$ cat config.mk
export PLATFORM = sky130hd
export DESIGN_NAME = display_sleep_controller
export DESIGN_NICKNAME = d
export VERILOG_FILES = /design/src/hdl/dsc_pkg.sv /design/src/hdl/dsc_cfg.sv /design/src/hdl/dsc_step.sv /design/src/hdl/display_sleep_controller.sv
export SDC_FILE = /design/constraint.sdc
export NUM_CORES = 1
export LEC_CHECK = 0
export BUFFER_PORTS_ARGS = -buffer_cell sky130_fd_sc_hd__buf_2
export CAP_MARGIN = 20
export CELL_PAD_IN_SITES_DETAIL_PLACEMENT = 1
export CELL_PAD_IN_SITES_GLOBAL_PLACEMENT = 2
export CORE_ASPECT_RATIO = 1.25
export CORE_MARGIN = 2
export CORE_UTILIZATION = 32
export DETAILED_ROUTE_END_ITERATION = 7
export PLACE_DENSITY_LB_ADDON = 0.1
export SYNTH_ARGS = -nofsm -noshare
export SYNTH_HDL_FRONTEND = slang
export SYNTH_HIERARCHICAL = 1
export SYNTH_SLANG_ARGS = --single-unit
export TNS_END_PERCENT = 30
$ cat constraint.sdc
create_clock -name clk -period 4.6 [get_ports clk]
set_input_delay 0.46 -clock clk [delete_from_list [all_inputs] [get_ports clk]]
set_output_delay 0.46 -clock clk [all_outputs]
set_load 0.02 [all_outputs]
$ cat src/hdl/dsc_pkg.sv
package dsc_pkg;

  typedef enum logic [2:0] {
    CMD_TICK        = 3'd0,
    CMD_ACTIVITY    = 3'd1,
    CMD_STATUS      = 3'd2,
    CMD_HOST_STATE  = 3'd3,
    CMD_LED_STATUS  = 3'd4,
    CMD_HOST_TIMER  = 3'd5
  } dsc_cmd_t;

  typedef enum logic [1:0] {
    ST_ACTIVE = 2'd0,
    ST_IDLE   = 2'd1,
    ST_SLEEP  = 2'd2
  } disp_state_t;

  localparam logic [1:0] HOST_READY    = 2'd0;
  localparam logic [1:0] HOST_IDLE     = 2'd1;
  localparam logic [1:0] HOST_PRINTING = 2'd2;

  localparam logic [1:0] MODE_TIMEOUT   = 2'd0;
  localparam logic [1:0] MODE_HOST_SYNC = 2'd1;
  localparam logic [1:0] MODE_LED_SYNC  = 2'd2;

  localparam logic [4:0] LEVEL_ON  = 5'd16;
  localparam logic [4:0] LEVEL_OFF = 5'd0;

  // register indexes on the configuration port
  localparam logic [2:0] REG_SLEEP_MODE   = 3'd0;
  localparam logic [2:0] REG_AUTO_ENABLE  = 3'd1;
  localparam logic [2:0] REG_IDLE_TIMEOUT = 3'd2;
  localparam logic [2:0] REG_SLEEP_TIMEOUT = 3'd3;
  localparam logic [2:0] REG_HOST_DELAY   = 3'd4;

  // reset values of the registers
  localparam logic [1:0] RST_SLEEP_MODE    = MODE_HOST_SYNC;
  localparam logic       RST_AUTO_ENABLE   = 1'b1;
  localparam int         RST_IDLE_SEC      = 30;
  localparam int         RST_SLEEP_SEC     = 60;
  localparam int         RST_HOST_DELAY_SEC = 30;

  typedef struct packed {
    logic [2:0] command;
    logic [1:0] host_state;
    logic       leds_on;
    logic       busy_printing;
    logic       busy_homing;
    logic       busy_probing;
    logic       busy_leveling;
    logic       busy_heating_nozzle;
    logic       busy_heating_bed;
    logic       host_not_ready;
    logic       host_disconnected;
  } in_word_t;

  typedef struct packed {
    logic [1:0] display_state;
    logic [4:0] backlight_level;
    logic       backlight_write;
    logic       refresh_request;
    logic [1:0] host_state_now;
    logic       leds_active_now;
  } out_word_t;

  typedef struct packed {
    logic [1:0] sleep_mode;
    logic       auto_sleep_enable;
  } cfg_ctrl_t;

endpackage

$ cat src/hdl/dsc_cfg.sv
module dsc_cfg
  import dsc_pkg::*;
#(
  parameter int TICKS_PER_SECOND = 1000,
  parameter int THR_W = 26
) (
  input  logic             clk,
  input  logic             rst_n,
  input  logic             cfg_valid,
  output logic             cfg_ready,
  input  logic [2:0]       cfg_index,
  input  logic [15:0]      cfg_data,
  output cfg_ctrl_t        ctrl,
  output logic [THR_W-1:0] idle_thr,
  output logic [THR_W-1:0] sleep_thr,
  output logic [THR_W-1:0] host_thr
);

  cfg_ctrl_t        ctrl_r;
  logic [THR_W-1:0] idle_thr_r, sleep_thr_r, host_thr_r;
  logic [THR_W-1:0] thr_nxt;
  logic             wr;

  // seconds are kept as tick thresholds
  assign thr_nxt   = THR_W'(cfg_data) * THR_W'(TICKS_PER_SECOND);
  assign cfg_ready = 1'b1;
  assign wr        = cfg_valid && cfg_ready;

  always_ff @(posedge clk) begin
    if (!rst_n) begin
      ctrl_r.sleep_mode        <= RST_SLEEP_MODE;
      ctrl_r.auto_sleep_enable <= RST_AUTO_ENABLE;
      idle_thr_r  <= THR_W'(RST_IDLE_SEC * TICKS_PER_SECOND);
      sleep_thr_r <= THR_W'(RST_SLEEP_SEC * TICKS_PER_SECOND);
      host_thr_r  <= THR_W'(RST_HOST_DELAY_SEC * TICKS_PER_SECOND);
    end else if (wr) begin
      case (cfg_index)
        REG_SLEEP_MODE:    ctrl_r.sleep_mode <= cfg_data[1:0];
        REG_AUTO_ENABLE:   ctrl_r.auto_sleep_enable <= cfg_data[0];
        REG_IDLE_TIMEOUT:  idle_thr_r <= thr_nxt;
        REG_SLEEP_TIMEOUT: sleep_thr_r <= thr_nxt;
        REG_HOST_DELAY:    host_thr_r <= thr_nxt;
        default: ;
      endcase
    end
  end

  assign ctrl      = ctrl_r;
  assign idle_thr  = idle_thr_r;
  assign sleep_thr = sleep_thr_r;
  assign host_thr  = host_thr_r;

endmodule

$ cat src/hdl/dsc_step.sv
module dsc_step
  import dsc_pkg::*;
#(
  parameter int COUNTER_BITS = 26,
  parameter int THR_W = 26
) (
  input  logic             clk,
  input  logic             rst_n,
  input  logic             fire,
  input  in_word_t         word,
  input  cfg_ctrl_t        ctrl,
  input  logic [THR_W-1:0] idle_thr,
  input  logic [THR_W-1:0] sleep_thr,
  input  logic [THR_W-1:0] host_thr,
  output out_word_t        result
);

  localparam int CMP_W = (COUNTER_BITS > THR_W) ? COUNTER_BITS : THR_W;
  localparam logic [COUNTER_BITS-1:0] CNT_MAX = '1;

  disp_state_t             st_r, st_nxt;
  logic [COUNTER_BITS-1:0] act_r, act_nxt;
  logic [COUNTER_BITS-1:0] hid_r, hid_nxt;
  logic [1:0]              hs_r, hs_nxt;
  logic                    leds_r, leds_nxt;

  logic       busy;
  logic [4:0] lvl;
  logic       wr, rf, want;
  logic [1:0] ns, old_hs;

  assign busy = word.busy_printing | word.busy_homing | word.busy_probing |
                word.busy_leveling | word.busy_heating_nozzle | word.busy_heating_bed;

  always_comb begin
    st_nxt   = st_r;
    act_nxt  = act_r;
    hid_nxt  = hid_r;
    hs_nxt   = hs_r;
    leds_nxt = leds_r;
    lvl      = LEVEL_OFF;
    wr       = 1'b0;
    rf       = 1'b0;
    want     = 1'b0;
    ns       = (word.host_state > HOST_PRINTING) ? HOST_READY : word.host_state;
    old_hs   = hs_r;

    case (word.command)
      CMD_TICK: begin
        act_nxt = (act_r == CNT_MAX) ? act_r : act_r + 1'b1;
        hid_nxt = (hid_r == CNT_MAX) ? hid_r : hid_r + 1'b1;
        if (!ctrl.auto_sleep_enable) begin
          if (st_r == ST_SLEEP) begin
            lvl = LEVEL_ON; wr = 1'b1; rf = 1'b1;
            st_nxt = ST_ACTIVE; act_nxt = '0;
          end
        end else if (busy) begin
          if (st_r != ST_ACTIVE) begin
            if (st_r == ST_SLEEP) begin
              lvl = LEVEL_ON; wr = 1'b1; rf = 1'b1;
            end
            st_nxt  = ST_ACTIVE;
            act_nxt = '0;
          end
        end else begin
          case (ctrl.sleep_mode)
            MODE_TIMEOUT: begin
              if (st_r == ST_ACTIVE) begin
                if (CMP_W'(act_nxt) >= CMP_W'(idle_thr)) st_nxt = ST_IDLE;
              end else if (st_r == ST_IDLE) begin
                want = CMP_W'(act_nxt) >= CMP_W'(sleep_thr);
              end
            end
            MODE_HOST_SYNC: begin
              want = !word.host_not_ready && !word.host_disconnected &&
                     (hs_r == HOST_IDLE) && (CMP_W'(hid_nxt) >= CMP_W'(host_thr));
            end
            MODE_LED_SYNC: want = !leds_r;
            default: ;
          endcase
          if (want && st_r != ST_SLEEP) begin
            lvl = LEVEL_OFF; wr = 1'b1; st_nxt = ST_SLEEP;
          end
        end
      end
      CMD_ACTIVITY: begin
        act_nxt = '0;
        if (st_r == ST_SLEEP) begin
          lvl = LEVEL_ON; wr = 1'b1; rf = 1'b1;
        end
        if (st_r != ST_ACTIVE) st_nxt = ST_ACTIVE;
      end
      CMD_STATUS: begin
        if (st_r == ST_SLEEP) begin
          lvl = LEVEL_ON; wr = 1'b1; rf = 1'b1;
          st_nxt = ST_ACTIVE; act_nxt = '0;
        end else if (st_r == ST_IDLE) begin
          st_nxt = ST_ACTIVE; act_nxt = '0;
        end
      end
      CMD_HOST_STATE: begin
        if (ns != old_hs) begin
          hs_nxt = ns;
          if (ns == HOST_IDLE) hid_nxt = '0;
          // leaving host idle: wake and restart activity time
          if (old_hs == HOST_IDLE) begin
            act_nxt = '0;
            if (st_r == ST_SLEEP) begin
              lvl = LEVEL_ON; wr = 1'b1; rf = 1'b1;
            end
            st_nxt = ST_ACTIVE;
          end
        end
      end
      CMD_LED_STATUS: begin
        if (word.leds_on != leds_r) begin
          leds_nxt = word.leds_on;
          if (!word.leds_on && ctrl.sleep_mode == MODE_LED_SYNC) begin
            if (st_r != ST_SLEEP && !busy) begin
              lvl = LEVEL_OFF; wr = 1'b1; st_nxt = ST_SLEEP;
            end
          end else if (word.leds_on && st_r == ST_SLEEP) begin
            lvl = LEVEL_ON; wr = 1'b1; rf = 1'b1;
            st_nxt = ST_ACTIVE; act_nxt = '0;
          end
        end
      end
      CMD_HOST_TIMER: begin
        hid_nxt = '0;
        if (st_r == ST_SLEEP) begin
          lvl = LEVEL_ON; wr = 1'b1; rf = 1'b1;
          st_nxt = ST_ACTIVE; act_nxt = '0;
        end
      end
      default: ;
    endcase
  end

  always_ff @(posedge clk) begin
    if (!rst_n) begin
      st_r   <= ST_ACTIVE;
      act_r  <= '0;
      hid_r  <= '0;
      hs_r   <= HOST_READY;
      leds_r <= 1'b1;
    end else if (fire) begin
      st_r   <= st_nxt;
      act_r  <= act_nxt;
      hid_r  <= hid_nxt;
      hs_r   <= hs_nxt;
      leds_r <= leds_nxt;
    end
  end

  assign result.display_state   = st_nxt;
  assign result.backlight_level = wr ? lvl : LEVEL_OFF;
  assign result.backlight_write = wr;
  assign result.refresh_request = rf;
  assign result.host_state_now  = hs_nxt;
  assign result.leds_active_now = leds_nxt;

endmodule

$ cat src/hdl/display_sleep_controller.sv
// Display sleep controller: tracks an active / idle / sleeping display from a stream of
// 1 ms ticks and events, and tells the host when to drive the backlight and when to
// refresh the screen. One word is accepted every clock unless out_ready holds the result
// register full, and each word returns exactly one result word through the input register,
// then the result register. Timeouts written in seconds are stored as tick thresholds,
// so no division is needed.
module display_sleep_controller
  import dsc_pkg::*;
#(
  parameter int TICKS_PER_SECOND = 1000,
  parameter int COUNTER_BITS     = 26
) (
  input  logic        clk,
  input  logic        rst_n,
  // input channel
  input  logic        in_valid,
  output logic        in_ready,
  input  in_word_t    in_word,
  // result channel
  output logic        out_valid,
  input  logic        out_ready,
  output out_word_t   out_word,
  // configuration write channel
  input  logic        cfg_valid,
  output logic        cfg_ready,
  input  logic [2:0]  cfg_index,
  input  logic [15:0] cfg_data
);

  // threshold width: 16-bit seconds times ticks per second
  localparam int THR_W = 16 + $clog2(TICKS_PER_SECOND + 1);

  cfg_ctrl_t        ctrl;
  logic [THR_W-1:0] idle_thr, sleep_thr, host_thr;

  // input register stage
  logic      s1_valid_r;
  in_word_t  s1_word_r;
  logic      s1_adv;

  // result register stage
  logic      out_valid_r;
  out_word_t out_word_r;
  out_word_t step_result;

  // stage 1 moves on whenever the result register is free or being drained
  assign s1_adv   = !out_valid_r || out_ready;
  assign in_ready = !s1_valid_r || s1_adv;

  always_ff @(posedge clk) begin
    if (!rst_n) begin
      s1_valid_r <= 1'b0;
    end else if (in_ready) begin
      s1_valid_r <= in_valid;
    end
  end

  always_ff @(posedge clk) begin
    if (in_ready && in_valid) begin
      s1_word_r <= in_word;
    end
  end

  dsc_cfg #(
    .TICKS_PER_SECOND (TICKS_PER_SECOND),
    .THR_W            (THR_W)
  ) u_cfg (
    .clk       (clk),
    .rst_n     (rst_n),
    .cfg_valid (cfg_valid),
    .cfg_ready (cfg_ready),
    .cfg_index (cfg_index),
    .cfg_data  (cfg_data),
    .ctrl      (ctrl),
    .idle_thr  (idle_thr),
    .sleep_thr (sleep_thr),
    .host_thr  (host_thr)
  );

  // state commits in the same cycle the word lands in the result register
  dsc_step #(
    .COUNTER_BITS (COUNTER_BITS),
    .THR_W        (THR_W)
  ) u_step (
    .clk       (clk),
    .rst_n     (rst_n),
    .fire      (s1_valid_r && s1_adv),
    .word      (s1_word_r),
    .ctrl      (ctrl),
    .idle_thr  (idle_thr),
    .sleep_thr (sleep_thr),
    .host_thr  (host_thr),
    .result    (step_result)
  );

  always_ff @(posedge clk) begin
    if (!rst_n) begin
      out_valid_r <= 1'b0;
    end else if (s1_adv) begin
      out_valid_r <= s1_valid_r;
    end
  end

  always_ff @(posedge clk) begin
    if (s1_adv && s1_valid_r) begin
      out_word_r <= step_result;
    end
  end

  assign out_valid = out_valid_r;
  assign out_word  = out_word_r;

  // no backlight change reports level zero
  a_level_zero: assert property (@(posedge clk) disable iff (!rst_n)
    out_valid && !out_word.backlight_write |-> out_word.backlight_level == LEVEL_OFF)
    else $error("backlight level set without a write");

  // a refresh only comes with a wake to full backlight
  a_refresh_wake: assert property (@(posedge clk) disable iff (!rst_n)
    out_valid && out_word.refresh_request |->
      out_word.backlight_write && out_word.backlight_level == LEVEL_ON &&
      out_word.display_state == ST_ACTIVE)
    else $error("refresh without wake");

  // a backlight write to zero means the display went to sleep
  a_sleep_off: assert property (@(posedge clk) disable iff (!rst_n)
    out_valid && out_word.backlight_write && out_word.backlight_level == LEVEL_OFF |->
      out_word.display_state == ST_SLEEP)
    else $error("backlight off while not sleeping");

  // a word held in stage 1 by a full result register stays put
  a_s1_hold: assert property (@(posedge clk) disable iff (!rst_n)
    s1_valid_r && !s1_adv |=> s1_valid_r && $stable(s1_word_r))
    else $error("stage 1 word lost under stall");

endmodule

==> summary.md, run 1 <==
| Metric | Value |
|---|---|
| Critical Path Sink Type | flip-flop |
| Antenna Nets Post-Route | 0 |
| Critical-path maximum fanout | 9 |
| CTS sink count | 157 |
| Synth-to-Final Area Change | 15.5% |
| Share of layout cells above drive strength 1 | 14.7% |
| Via density | 5.11 |
| Overflow after GRT | 0 |
| R2R Setup Slk | 0.25 ns |
| Max_slew headroom | 34.8% |
| Final setup viols | 0 |
| Clk_skew | 0.0102 ns |
| Clock latency on the worst-skew pair | 0.46 ns |
| Placed inst area | 14000 um^2 |
| Fmax | 230 MHz |
| Ys Warns | 6 |
| Clock Path Buffers | 2 |
| WP data arrival | 4.68 ns |
| Num CTS Buffers | 17 |
| Slew @ Worst Pin | 0.978 ns |
| DRT Wirelength | 38000 um |
| Detailed-route via count | 10800 |
| Nets | 1835 |
| Clk slew on worst S/H paths | 0.06 ns |
| Synthesized area | 12600 um^2 |
| PortBufs | 51 |
| Post-synth top area share | 20.8% |
| Routed length per instance | 18.0 um |
| Sequential-to-total area share from yosys stat | 27.0% |
| First-pass detailed-route iteration total | 4 |
| Pin count of the biggest net entering global routing | 36 |
| Lkg Pwr | 6.60 nW |
| I/O pins | 53 |
| Vias in the first global route | 11500 |
| Full die area | 41100 um^2 |
| Max-cap violations | 0 |
| Syn Area/Cell | 8.47 um^2 |
| Worst r2r src | u_step/hid_r[12] |
| Outcome | complete, no violations |
| Worst Path Required | 4.93 ns |
| Worst setup path endpoint | out_word[10] |
| Post-route clock period utilization | 94.5% |
| FP Rows | 81 |
| #FFs+latches synth | 157 |
| Final setup margin | 0.252 ns |
| Largest cells by area after synthesis | dfxtp_1, ha_1, fa_1 |
| Number of flops mapped to enable cells by yosys | 26 |
| Area leader, netlist | dfxtp_1 |
| Pwr Density | 410 nW/um^2 |
| Htree depth | 4 |
| WS Path Type | flip-flop to flip-flop |
| Type of origin of the critical path | flip-flop |
| Final hold viol count | 0 |
| Chip Width | 182 um |
| CTS tree | yes |
| Die Ht | 226 um |
| Pwr Total | 5.97 mW |
| Worst Hold Depth | 1 |
| Max IR drop VDD | 305 uV |
| First-pass GRT wire length | 62000 um |
| Initial antenna violation count | 0 |
| Post-synthesis instance total | 1491 |
| N_diodes | 0 |
| DRC violations left | 0 |
| Critical Path Start | u_step/hid_r[12] |
| Minimum clock period | 4.35 ns |
| Tot GR Track Use | 19.4% |
| Placer Congestion | 0.811 |
| Final HPWL DP | 30600 um |
| Dpl ws | -0.166 ns |
| Final slew viol count | 0 |
| Initial DRC Count | 359 |
| Unrepaired setup endpoints after global routing | false |
| Final instance area | 14600 um^2 |
| Hold crit path type | input port to flip-flop |
| Yosys cell types | 87 |
| Worst r2r dst | out_word[10] |
| Primary FF master, synth | dfxtp_1 |
| Clk root buf | clkbuf_16 |
| CORE AREA | 39000 um^2 |
| FFs w/ async S/R, synth | 0% |
| Starting Density | 32.4% |
| Worst R2R Path Depth | 17 |
-- cells by family after synthesis --
group | share of synthesized area, %
flip-flops | 27.0
multiplexers | 0.664
AND/OR/NAND/NOR | 20.9
buffers and inverters | 8.14
other | 0.0892
AO/OA/AOI/OAI | 17.2
XOR/XNOR | 3.87
adder cells (fa/ha/maj) | 22.2
-- per-layer routing --
metal,vias to the layer above,global-route usage [%],share of wire (%)
met2,106,35.6,50
li1,5412,-,-
met1,5262,23.6,46
met4,0,6.53,2.0
met5,-,0,0
met3,35,2.03,1.7
-- flip-flops by register name, summed over array words and instances (netlist names) --
signal and count:
u_step/hid_r 26, s1_valid_r 1, u_step/act_r 26, u_step/hs_r 2, u_cfg/sleep_thr 23, u_cfg/idle_thr 23
out_valid 1, u_cfg/ctrl 3, s1_word_r 14, u_step/st_r 2, u_step/leds_r 1, out_word 12
u_cfg/host_thr 23
-- worst min path at each step --
| stage | startpoint | endpoint | slack (ns) |
|---|---|---|---|
| 3_3_place_gp | u_cfg/idle_thr[6] | u_cfg/idle_thr[6] | 0.44 |
| 2_1_floorplan | u_cfg/host_thr[11] | u_cfg/host_thr[11] | 0.44 |
| 3_5_place_dp | u_cfg/sleep_thr[3] | u_cfg/sleep_thr[3] | 0.45 |
| 5_1_grt | in_word[6] | s1_word_r[6] | 0.16 |
| 4_1_cts | in_word[9] | s1_word_r[9] | 0.15 |
| 6_report | in_word[4] | s1_word_r[4] | 0.18 |
-- cells in the final DEF, fill, tap and decap left out, types with 5 or more instances in the layout --
cell type,instances
mux2i_1,5
o21ai_0,61
nand4_1,30
and2_1,16
ha_1,137
o21a_1,11
nor2b_1,22
nor2_4,5
a211oi_1,5
nor2_1,75
a31oi_1,25
o211ai_1,28
nand3b_1,7
and3b_1,5
and4_1,5
clkbuf_16,17
nand3_1,82
conb_1,14
fa_1,54
inv_1,178
a21boi_0,8
or4_1,5
buf_4,105
xor2_1,24
a21o_1,23
and3_1,18
nand2_1,136
o21ai_1,6
a22oi_1,8
xnor2_1,28
nor3_1,22
or3_1,8
o31ai_1,16
nand2b_1,16
edfxtp_1,26
a21oi_1,98
dfxtp_1,129
buf_2,51
-- report_power, final --
group / total, mW / internal, mW / switching (mW)
clock network: 1.33 / 0.706 / 0.627
registers: 1.53 / 1.47 / 0.0575
logic: 3.11 / 1.30 / 1.81
total: 5.97 / 3.48 / 2.50
-- worst max-delay path, stage by stage (launching register included) --
cell,delay [ns]
dfxtp_2,0.36
and4_4,0.26
nand4_4,0.13
or4_4,0.54
buf_4,0.19
nor2_8,0.17
nor2_4,0.09
and3_4,0.20
xor2_1,0.15
ha_1,0.21
a211oi_2,0.22
nor2_1,0.07
or4_4,0.49
a311oi_2,0.34
buf_4,0.17
nand4_1,0.14
a311oi_2,0.33
buf_4,0.15
-- layout make-up --
class                           instances  area, um^2
Tap cell                              498         623
Timing Repair Buffer                  156        1040
Inverter                              179         672
Fill cell                            4637       24400
Sequential cell                       157        3410
Clock inverter                         12        88.8
Clock buffer                           19         444
Multi-Input combinational cell       1094        8300
-- through the flow --
stage	TNS (ns)	instances	hold slack [ns]	util (%)
3_5_place_dp	-1.25	2083	0.452	35.8
4_1_cts	0	2114	0.150	37.2
6_report	0	2115	0.179	37.4
2_1_floorplan	0	1502	0.436	-
3_3_place_gp	-0.301	2083	0.443	35.8
5_1_grt	0	2115	0.157	37.4
-- synth_stat cells (4+ instances only) --
library cell / number
a211oi_1: 6
o211a_1: 4
nand4_1: 30
and4_1: 7
o211ai_1: 28
nand2b_1: 16
nand2_1: 136
nor2b_1: 23
a221oi_1: 5
clkbuf_1: 39
o311ai_0: 4
or3_1: 8
a21oi_1: 98
buf_4: 17
o21ai_1: 5
fa_1: 54
mux2i_1: 5
and3b_1: 5
a21boi_0: 8
and3_1: 18
nand3b_1: 7
nor3_1: 22
a22oi_1: 8
nor2_1: 75
ha_1: 138
o21ai_0: 62
and2_1: 16
o21a_1: 11
inv_1: 178
dfxtp_1: 131
nand3_1: 83
buf_1: 4
o31ai_1: 17
nor2_4: 5
edfxtp_1: 26
or4_1: 6
xor2_1: 24
a311oi_1: 4
xnor2_1: 30
a21o_1: 23
a31oi_1: 25
buf_2: 11
a22o_1: 4
-- timing repair --
action                                  CTS  global route
endpoints found under the setup margin    2             5
resized for setup                         1            13
pin swaps                                 0             4
buffers inserted                          0             1
hold buffers                              0             0
Power figures use the tool's default switching activity.
==> run 2: changes to the inputs <==
--- a/config.mk
+++ b/config.mk
@@ -5,7 +5,7 @@
 export SDC_FILE = /design/constraint.sdc
 export NUM_CORES = 1
 export LEC_CHECK = 0
-export BUFFER_PORTS_ARGS = -buffer_cell sky130_fd_sc_hd__buf_2
+export ABC_AREA = 1
 export CAP_MARGIN = 20
 export CELL_PAD_IN_SITES_DETAIL_PLACEMENT = 1
 export CELL_PAD_IN_SITES_GLOBAL_PLACEMENT = 2
@@ -13,6 +13,7 @@
 export CORE_MARGIN = 2
 export CORE_UTILIZATION = 32
 export DETAILED_ROUTE_END_ITERATION = 7
+export DONT_BUFFER_PORTS = 1
 export PLACE_DENSITY_LB_ADDON = 0.1
 export SYNTH_ARGS = -nofsm -noshare
 export SYNTH_HDL_FRONTEND = slang
==> run 2 against run 1 <==
Compared with the run above:
- global-route usage fell by 0.65 points
- design area down 3.5%
- area after synthesis grew 2.8%
- critical path depth up 9
- clock power up 11%
- hold slack worse by 0.086 ns
- critical endpoint is now out_word[11]
- largest cell class unchanged
==> summary.md, run 2 <==
| Metric | Value |
|---|---|
| Synth-to-Final Area Change | 8.46% |
| Post-synthesis instance total | 1788 |
| Primary FF master, synth | dfxtp_1 |
| Sequential-to-total area share from yosys stat | 26.2% |
| PortBufs | 0 |
| First-pass GRT wire length | 61700 um |
| CORE AREA | 40000 um^2 |
| Worst r2r src | u_step/act_r[1] |
| # Post-CTS Setup Buffers | 0 |
| Final instance area | 14100 um^2 |
| Chip Width | 184 um |
| # fillers | 5009 |
| Initial DRC Count | 359 |
| Max-cap violations | 0 |
| Fmax | 244 MHz |
| Most frequent cells in the layout | nand2_1, inv_1, nor2_1, ha_1, dfxtp_1 |
| #FFs+latches synth | 157 |
| Post-synth top area share | 20.2% |
| Clk slew on worst S/H paths | 0.07 ns |
| FP Rows | 82 |
| Detailed-route via count | 10900 |
| WS Path Type | flip-flop to flip-flop |
| R2R Setup Slk | 0.49 ns |
| Area fraction in compound gates after synthesis | 9.19% |
| Fin util | 35.2% |
| Post-synthesis adder-cell area fraction | 21.6% |
| Max IR drop VDD | 275 uV |
| Final HPWL DP | 29700 um |
| Met3 WL | 603 um |
| Final setup viols | 0 |
| First-pass detailed-route iteration total | 6 |
| Critical Path Sink Type | flip-flop |
| Placer Congestion | 0.796 |
| Worst Path Required | 4.77 ns |
| Full die area | 42200 um^2 |
| Hold crit path type | input port to flip-flop |
| Top layer in use | met4 |
| Worst stage delay on the critical path | 0.40 ns |
| Vias in the first global route | 11700 |
| Htree depth | 4 |
| Area leader, netlist | dfxtp_1 |
| Critical-path maximum fanout | 6 |
| Largest regs | u_step/act_r x26, u_step/hid_r x26 |
| Num CTS Buffers | 17 |
| Via density | 4.73 |
| Type of origin of the critical path | flip-flop |
| Ys Warns | 6 |
| Outcome | complete, no violations |
| Starting Density | 32.4% |
| Syn Area/Cell | 7.26 um^2 |
| Pwr Total | 5.57 mW |
| Worst r2r dst | out_word[11] |
| Die Ht | 229 um |
| Commonest non-fill, non-tap cell in the layout | nand2_1 |
| WP data arrival | 4.27 ns |
| Number of flops mapped to enable cells by yosys | 26 |
| FFs w/ async S/R, synth | 0% |
| Clock latency on the worst-skew pair | 0.46 ns |
| Top post-synthesis cells by count | nand2_1, inv_1, nor2_1 |
| Setup tns final | 0 ns |
| Antenna Nets Post-Route | 0 |
| Post-route clock period utilization | 89.3% |
| Slew @ Worst Pin | 0.967 ns |
| Nets | 2008 |
| Tot GR Track Use | 18.7% |
| Critical path's most frequent cell | nand2_1 |
| DRT Wirelength | 36900 um |
| Routed length per instance | 16.1 um |
| Clk root buf | clkbuf_16 |
| Unrepaired setup endpoints after global routing | false |
| I/O pins | 53 |
| Overflow after GRT | 0 |
| Max_slew headroom | 35.4% |
| Slowest stage cell on the critical path | dfxtp_1 |
| CTS tree | yes |
| Final hold viol count | 0 |
| Post-CTS Resized | 0 |
| Clk_skew | 0.0221 ns |
| WL met2 | 19200 um |
| Post-synthesis mux area share | 0.0771% |
| Synthesized area | 13000 um^2 |
| M1 WL | 16800 um |
| Minimum clock period | 4.11 ns |
| Final slew viol count | 0 |
| Cts hold-fix bufs | 0 |
| Post-Synth XOR/XNOR Area | 3.69% |
| DRC violations left | 0 |
| N_diodes | 0 |
| CTS sink count | 157 |
| Share of layout cells above drive strength 1 | 6.59% |
| Largest cells by area after synthesis | dfxtp_1, ha_1, nand2_1 |
| Post-synthesis simple-gate area fraction | 27.0% |
| Pwr Density | 396 nW/um^2 |
| Most frequent cell after synthesis | nand2_1 |
| Lkg Pwr | 6.90 nW |
| Initial antenna violation count | 0 |
| Clock Path Buffers | 2 |
| Pin count of the biggest net entering global routing | 40 |
| Placed inst area | 13500 um^2 |
| Critical Path Start | u_step/act_r[1] |
| Worst setup path endpoint | out_word[11] |
| Yosys cell types | 55 |
| Largest family of logic cells by synthesized area | simple AND/OR/NAND/NOR gates |
| Worst R2R Path Depth | 26 |
run 2: changes by cell type in the layout (fill, tap and decap cells not counted), moves of 23 or more:
| cell | delta |
|---|---|
| buf_2 | -51 |
| a21oi_1 | +31 |
| nand2_1 | +281 |
| inv_1 | +150 |
| o21ai_0 | -27 |
| buf_4 | -93 |
| nor2_1 | +77 |
| a31oi_1 | -23 |
run 2: worst max-delay path: cells and delay by family (launching register included):
family	cells	cell delay [ns]
and+or+nand+nor	21	2.30
buffers and inverters	1	0.06
DFF	1	0.40
xor gates and xnor gates	1	0.35
adders and majority gates	2	0.57
AOI/OAI and AO/OA	1	0.13
run 2: where the power goes:
group          internal, mW  total (mW)  switching (mW)
Combinational         0.883        2.61            1.73
Clock                 0.859        1.48           0.623
Sequential             1.44        1.48          0.0364
Total                  3.19        5.57            2.39
run 2: cell type report:
| type | instances | area (um^2) | share of cell area, % |
|---|---|---|---|
| Sequential cell | 157 | 3400 | 24.2 |
| Multi-Input combinational cell | 1249 | 8050 | 57.2 |
| Inverter | 341 | 1280 | 9.10 |
| Timing Repair Buffer | 12 | 90.1 | 0.640 |
| Clock inverter | 9 | 95.1 | 0.676 |
| Tap cell | 504 | 631 | 4.48 |
| Clock buffer | 23 | 520 | 3.70 |
run 2: cells by family after synthesis:
family | count (synthesis)
flip-flops | 157
AO/OA/AOI/OAI | 212
AND/OR/NAND/NOR | 777
XOR/XNOR | 53
buffers and inverters | 393
multiplexers | 1
other | 3
adder cells (fa/ha/maj) | 192
run 2: worst min path at each step:
stage	startpoint	endpoint	slack (ns)	cells after the start
after floorplan	u_cfg/idle_thr[5]	u_cfg/idle_thr[5]	0.43	2
after global placement	u_cfg/idle_thr[5]	u_cfg/idle_thr[5]	0.45	2
after detailed placement	u_cfg/sleep_thr[6]	u_cfg/sleep_thr[6]	0.46	2
after CTS	in_word[2]	s1_word_r[2]	0.07	0
after global routing	in_word[4]	s1_word_r[4]	0.06	0
final	in_word[2]	s1_word_r[2]	0.09	0
run 2: metrics by stage:
step                      setup WS, ns  hold slack, ns  cells
final                            0.494          0.0935   2295
after global routing             0.122          0.0591   2295
after CTS                        0.461          0.0667   2295
after detailed placement         0.102           0.455   2263
after global placement          0.0834           0.446   2263
after floorplan                  0.681           0.429   1799
run 2: routing by layer:
metal	global-route usage [%]	vias up
li1	-	5584
met2	35.0	73
met3	2.83	19
met5	0	-
met1	22.6	5181
met4	3.35	0
==> run 3: changes to the inputs <==
--- a/config.mk
+++ b/config.mk
@@ -6,6 +6,7 @@
 export NUM_CORES = 1
 export LEC_CHECK = 0
 export ABC_AREA = 1
+export BUFFER_PORTS_ARGS = -buffer_cell sky130_fd_sc_hd__buf_2
 export CAP_MARGIN = 20
 export CELL_PAD_IN_SITES_DETAIL_PLACEMENT = 1
 export CELL_PAD_IN_SITES_GLOBAL_PLACEMENT = 2
@@ -13,7 +14,6 @@
 export CORE_MARGIN = 2
 export CORE_UTILIZATION = 32
 export DETAILED_ROUTE_END_ITERATION = 7
-export DONT_BUFFER_PORTS = 1
 export PLACE_DENSITY_LB_ADDON = 0.1
 export SYNTH_ARGS = -nofsm -noshare
 export SYNTH_HDL_FRONTEND = slang
==> constraint.sdc (replaced) <==
create_clock -name clk -period 4.1 [get_ports clk]
set_input_delay 0.41 -clock clk [delete_from_list [all_inputs] [get_ports clk]]
set_output_delay 0.41 -clock clk [all_outputs]
set_load 0.02 [all_outputs]
==> run 3 against run 2 <==
Compared with the run above:
- non-clock buffer count rose by 137
- clock-buffer cell count fell by 2
- clock power rose by 17%
- global-route usage rose by 0.26 points
- power rose by 21%
- critical path depth rose by 4
- flip-flop and latch count did not move
- design area rose by 7.6%
- die area did not move
- routed wire length rose by 3.1%
- cell count rose by 6.0%
==> summary.md, run 3 (synthesized netlist as in run 2, its figures left out) <==
| Metric | Value |
|---|---|
| Fin util | 37.9% |
| Clk_skew | 0.00952 ns |
| Final slew viol count | 0 |
| Placed inst area | 14300 um^2 |
| Slowest stage cell on the critical path | nor4_2 |
| Most frequent cells in the layout | nand2_1, inv_1, nor2_1, ha_1, a21oi_1 |
| First-pass GRT wire length | 62800 um |
| Flop pwr share | 24.6% |
| R2R Setup Slk | 0.22 ns |
| CORE AREA | 40000 um^2 |
| Lkg Pwr | 7.63 nW |
| Cts hold-fix bufs | 0 |
| Post-route clock period utilization | 94.6% |
| Fmax | 258 MHz |
| Net Sw Power | 2.77 mW |
| Type of origin of the critical path | flip-flop |
| Unrepaired setup endpoints after global routing | true |
| PortBufs | 51 |
| Final instance area | 15100 um^2 |
| Tot GR Track Use | 19.0% |
| Worst Path Buf+Inv | 2 |
| Clk root buf | clkbuf_16 |
| Routed length per instance | 15.7 um |
| Clk slew on worst S/H paths | 0.07 ns |
| Die Ht | 229 um |
| Pin count of the biggest net entering global routing | 39 |
| Dpl ws | -0.212 ns |
| N_diodes | 0 |
| Starting Density | 32.4% |
| Critical Path Sink Type | flip-flop |
| FP Rows | 82 |
| Worst r2r src | u_step/hid_r[0] |
| Antenna Nets Post-Route | 0 |
| Slew @ Worst Pin | 0.963 ns |
| Detailed-route via count | 11300 |
| Share of layout cells above drive strength 1 | 14.8% |
| CTS sink count | 157 |
| First-pass detailed-route iteration total | 4 |
| Nets | 2145 |
| Critical path's most frequent cell | nand2_1 |
| Htree depth | 4 |
| WP data arrival | 4.04 ns |
| Pwr Total | 6.72 mW |
| Setup tns final | 0 ns |
| Overflow after GRT | 0 |
| Largest regs | u_step/act_r x26, u_step/hid_r x26 |
| Max IR drop VDD | 329 uV |
| DRT Wirelength | 38100 um |
| Final HPWL DP | 30800 um |
| Synth-to-Final Area Change | 16.7% |
| Via density | 4.66 |
| Source of the worst hold timing path | in_word[2] |
| Final hold viol count | 0 |
| WS Path Type | flip-flop to flip-flop |
| Cell family with the largest share of critical-path delay | simple AND/OR/NAND/NOR gates |
| DRC violations left | 0 |
| Max-cap violations | 0 |
| Final setup margin | 0.220 ns |
| Clock latency on the worst-skew pair | 0.45 ns |
| Worst R2R Path Depth | 30 |
| Outcome | complete, no violations |
| Critical-path maximum fanout | 4 |
| Initial antenna violation count | 0 |
| Initial DRC Count | 336 |
| Pwr Density | 443 nW/um^2 |
| Worst hold slack | 0.131 ns |
| Worst stage delay on the critical path | 0.38 ns |
| Max_slew headroom | 35.6% |
| Placed insts | 2388 |
| Clk pwr share | 25.8% |
| Worst Hold Depth | 1 |
| I/O pins | 53 |
| Non-filler instance count after layout | 2432 |
| Vias in the first global route | 12100 |
| Combinational power share | 49.6% |
| Full die area | 42200 um^2 |
| Clock Path Buffers | 2 |
| Chip Width | 184 um |
| Num CTS Buffers | 17 |
| Placer Congestion | 0.808 |
| Worst Hold End | s1_word_r[2] |
| Seq. cell area | 3410 um^2 |
| CTS tree | yes |
| # fillers | 4985 |
| Power Internal | 3.95 mW |
| Worst r2r dst | out_word[11] |
| Final setup viols | 0 |
| Minimum clock period | 3.88 ns |
| Worst Path Required | 4.26 ns |
| Commonest non-fill, non-tap cell in the layout | nand2_1 |
| Hold crit path type | input port to flip-flop |
| Multi-input logic area | 8190 um^2 |
| Switching portion of total power | 41.2% |
[run 3: changes by cell type in the layout (fill, tap and decap cells not counted), moves of 3 or more]
cell and change:
nand2_2 +5, clkinv_2 +4, nand2_1 -6, a21oi_1 -3, a21oi_2 +3, inv_1 -3, dfxtp_1 -7, bufinv_16 +3
clkinvlp_4 -3, buf_4 +85, nor2_1 -3, dfxtp_2 +6, buf_2 +51, inv_2 +3
[run 3: worst register-to-register path, delay by kind of cell (launching register included)]
kind	cells	cell delay (ns)
xor gates and xnor gates	1	0.14
and+or+nand+nor	24	2.33
buffers and inverters	2	0.23
DFF	1	0.36
adders and majority gates	2	0.44
AOI/OAI and AO/OA	1	0.11
[run 3: worst max-delay path by stage]
| stage | slack, ns | cells after the start | end | startpoint |
|---|---|---|---|---|
| CTS | 0.03 | 30 | out_word[11] | u_step/hid_r[1] |
| finish | 0.22 | 30 | out_word[11] | u_step/hid_r[0] |
| detailed placement | -0.21 | 18 | u_cfg/idle_thr[23] | cfg_data[9] |
| global route | -0.07 | 27 | out_word[11] | u_step/hid_r[0] |
| global placement | -0.17 | 18 | u_cfg/idle_thr[25] | cfg_data[9] |
| floorplan | 0.23 | 18 | u_cfg/sleep_thr[23] | cfg_data[9] |
[run 3: cell type report]
cell class / count / area share, %
multi-input combinational: 1249 / 54.1
tap: 504 / 4.16
timing repair buffer: 149 / 6.63
clock inverter: 11 / 1.09
sequential: 157 / 22.5
clock buffer: 21 / 3.04
inverter: 341 / 8.45
[run 3: timing repair]
action / in CTS / in global routing
resized for setup: 0 / 41
setup buffers: 0 / 12
setup endpoints to repair: 0 / 12
[run 3: metal layers]
metal | wire [um] | GRT usage (%) | vias to the layer above
li1 | - | - | 5859
met1 | 17400 | 23.0 | 5398
met2 | 19700 | 35.5 | 65
met3 | 528 | 2.00 | 22
met4 | 477 | 4.60 | 0
met5 | 0 | 0 | -
[run 3: power by group through the flow]
stage	Combinational, mW	Clock (mW)	Sequential, mW
5_1_grt	3.85	1.85	1.66
6_report	3.33	1.73	1.65
3_3_place_gp	3.37	0	1.69
4_1_cts	3.42	1.79	1.65
3_5_place_dp	3.40	0	1.69
2_1_floorplan	2.07	0	1.68
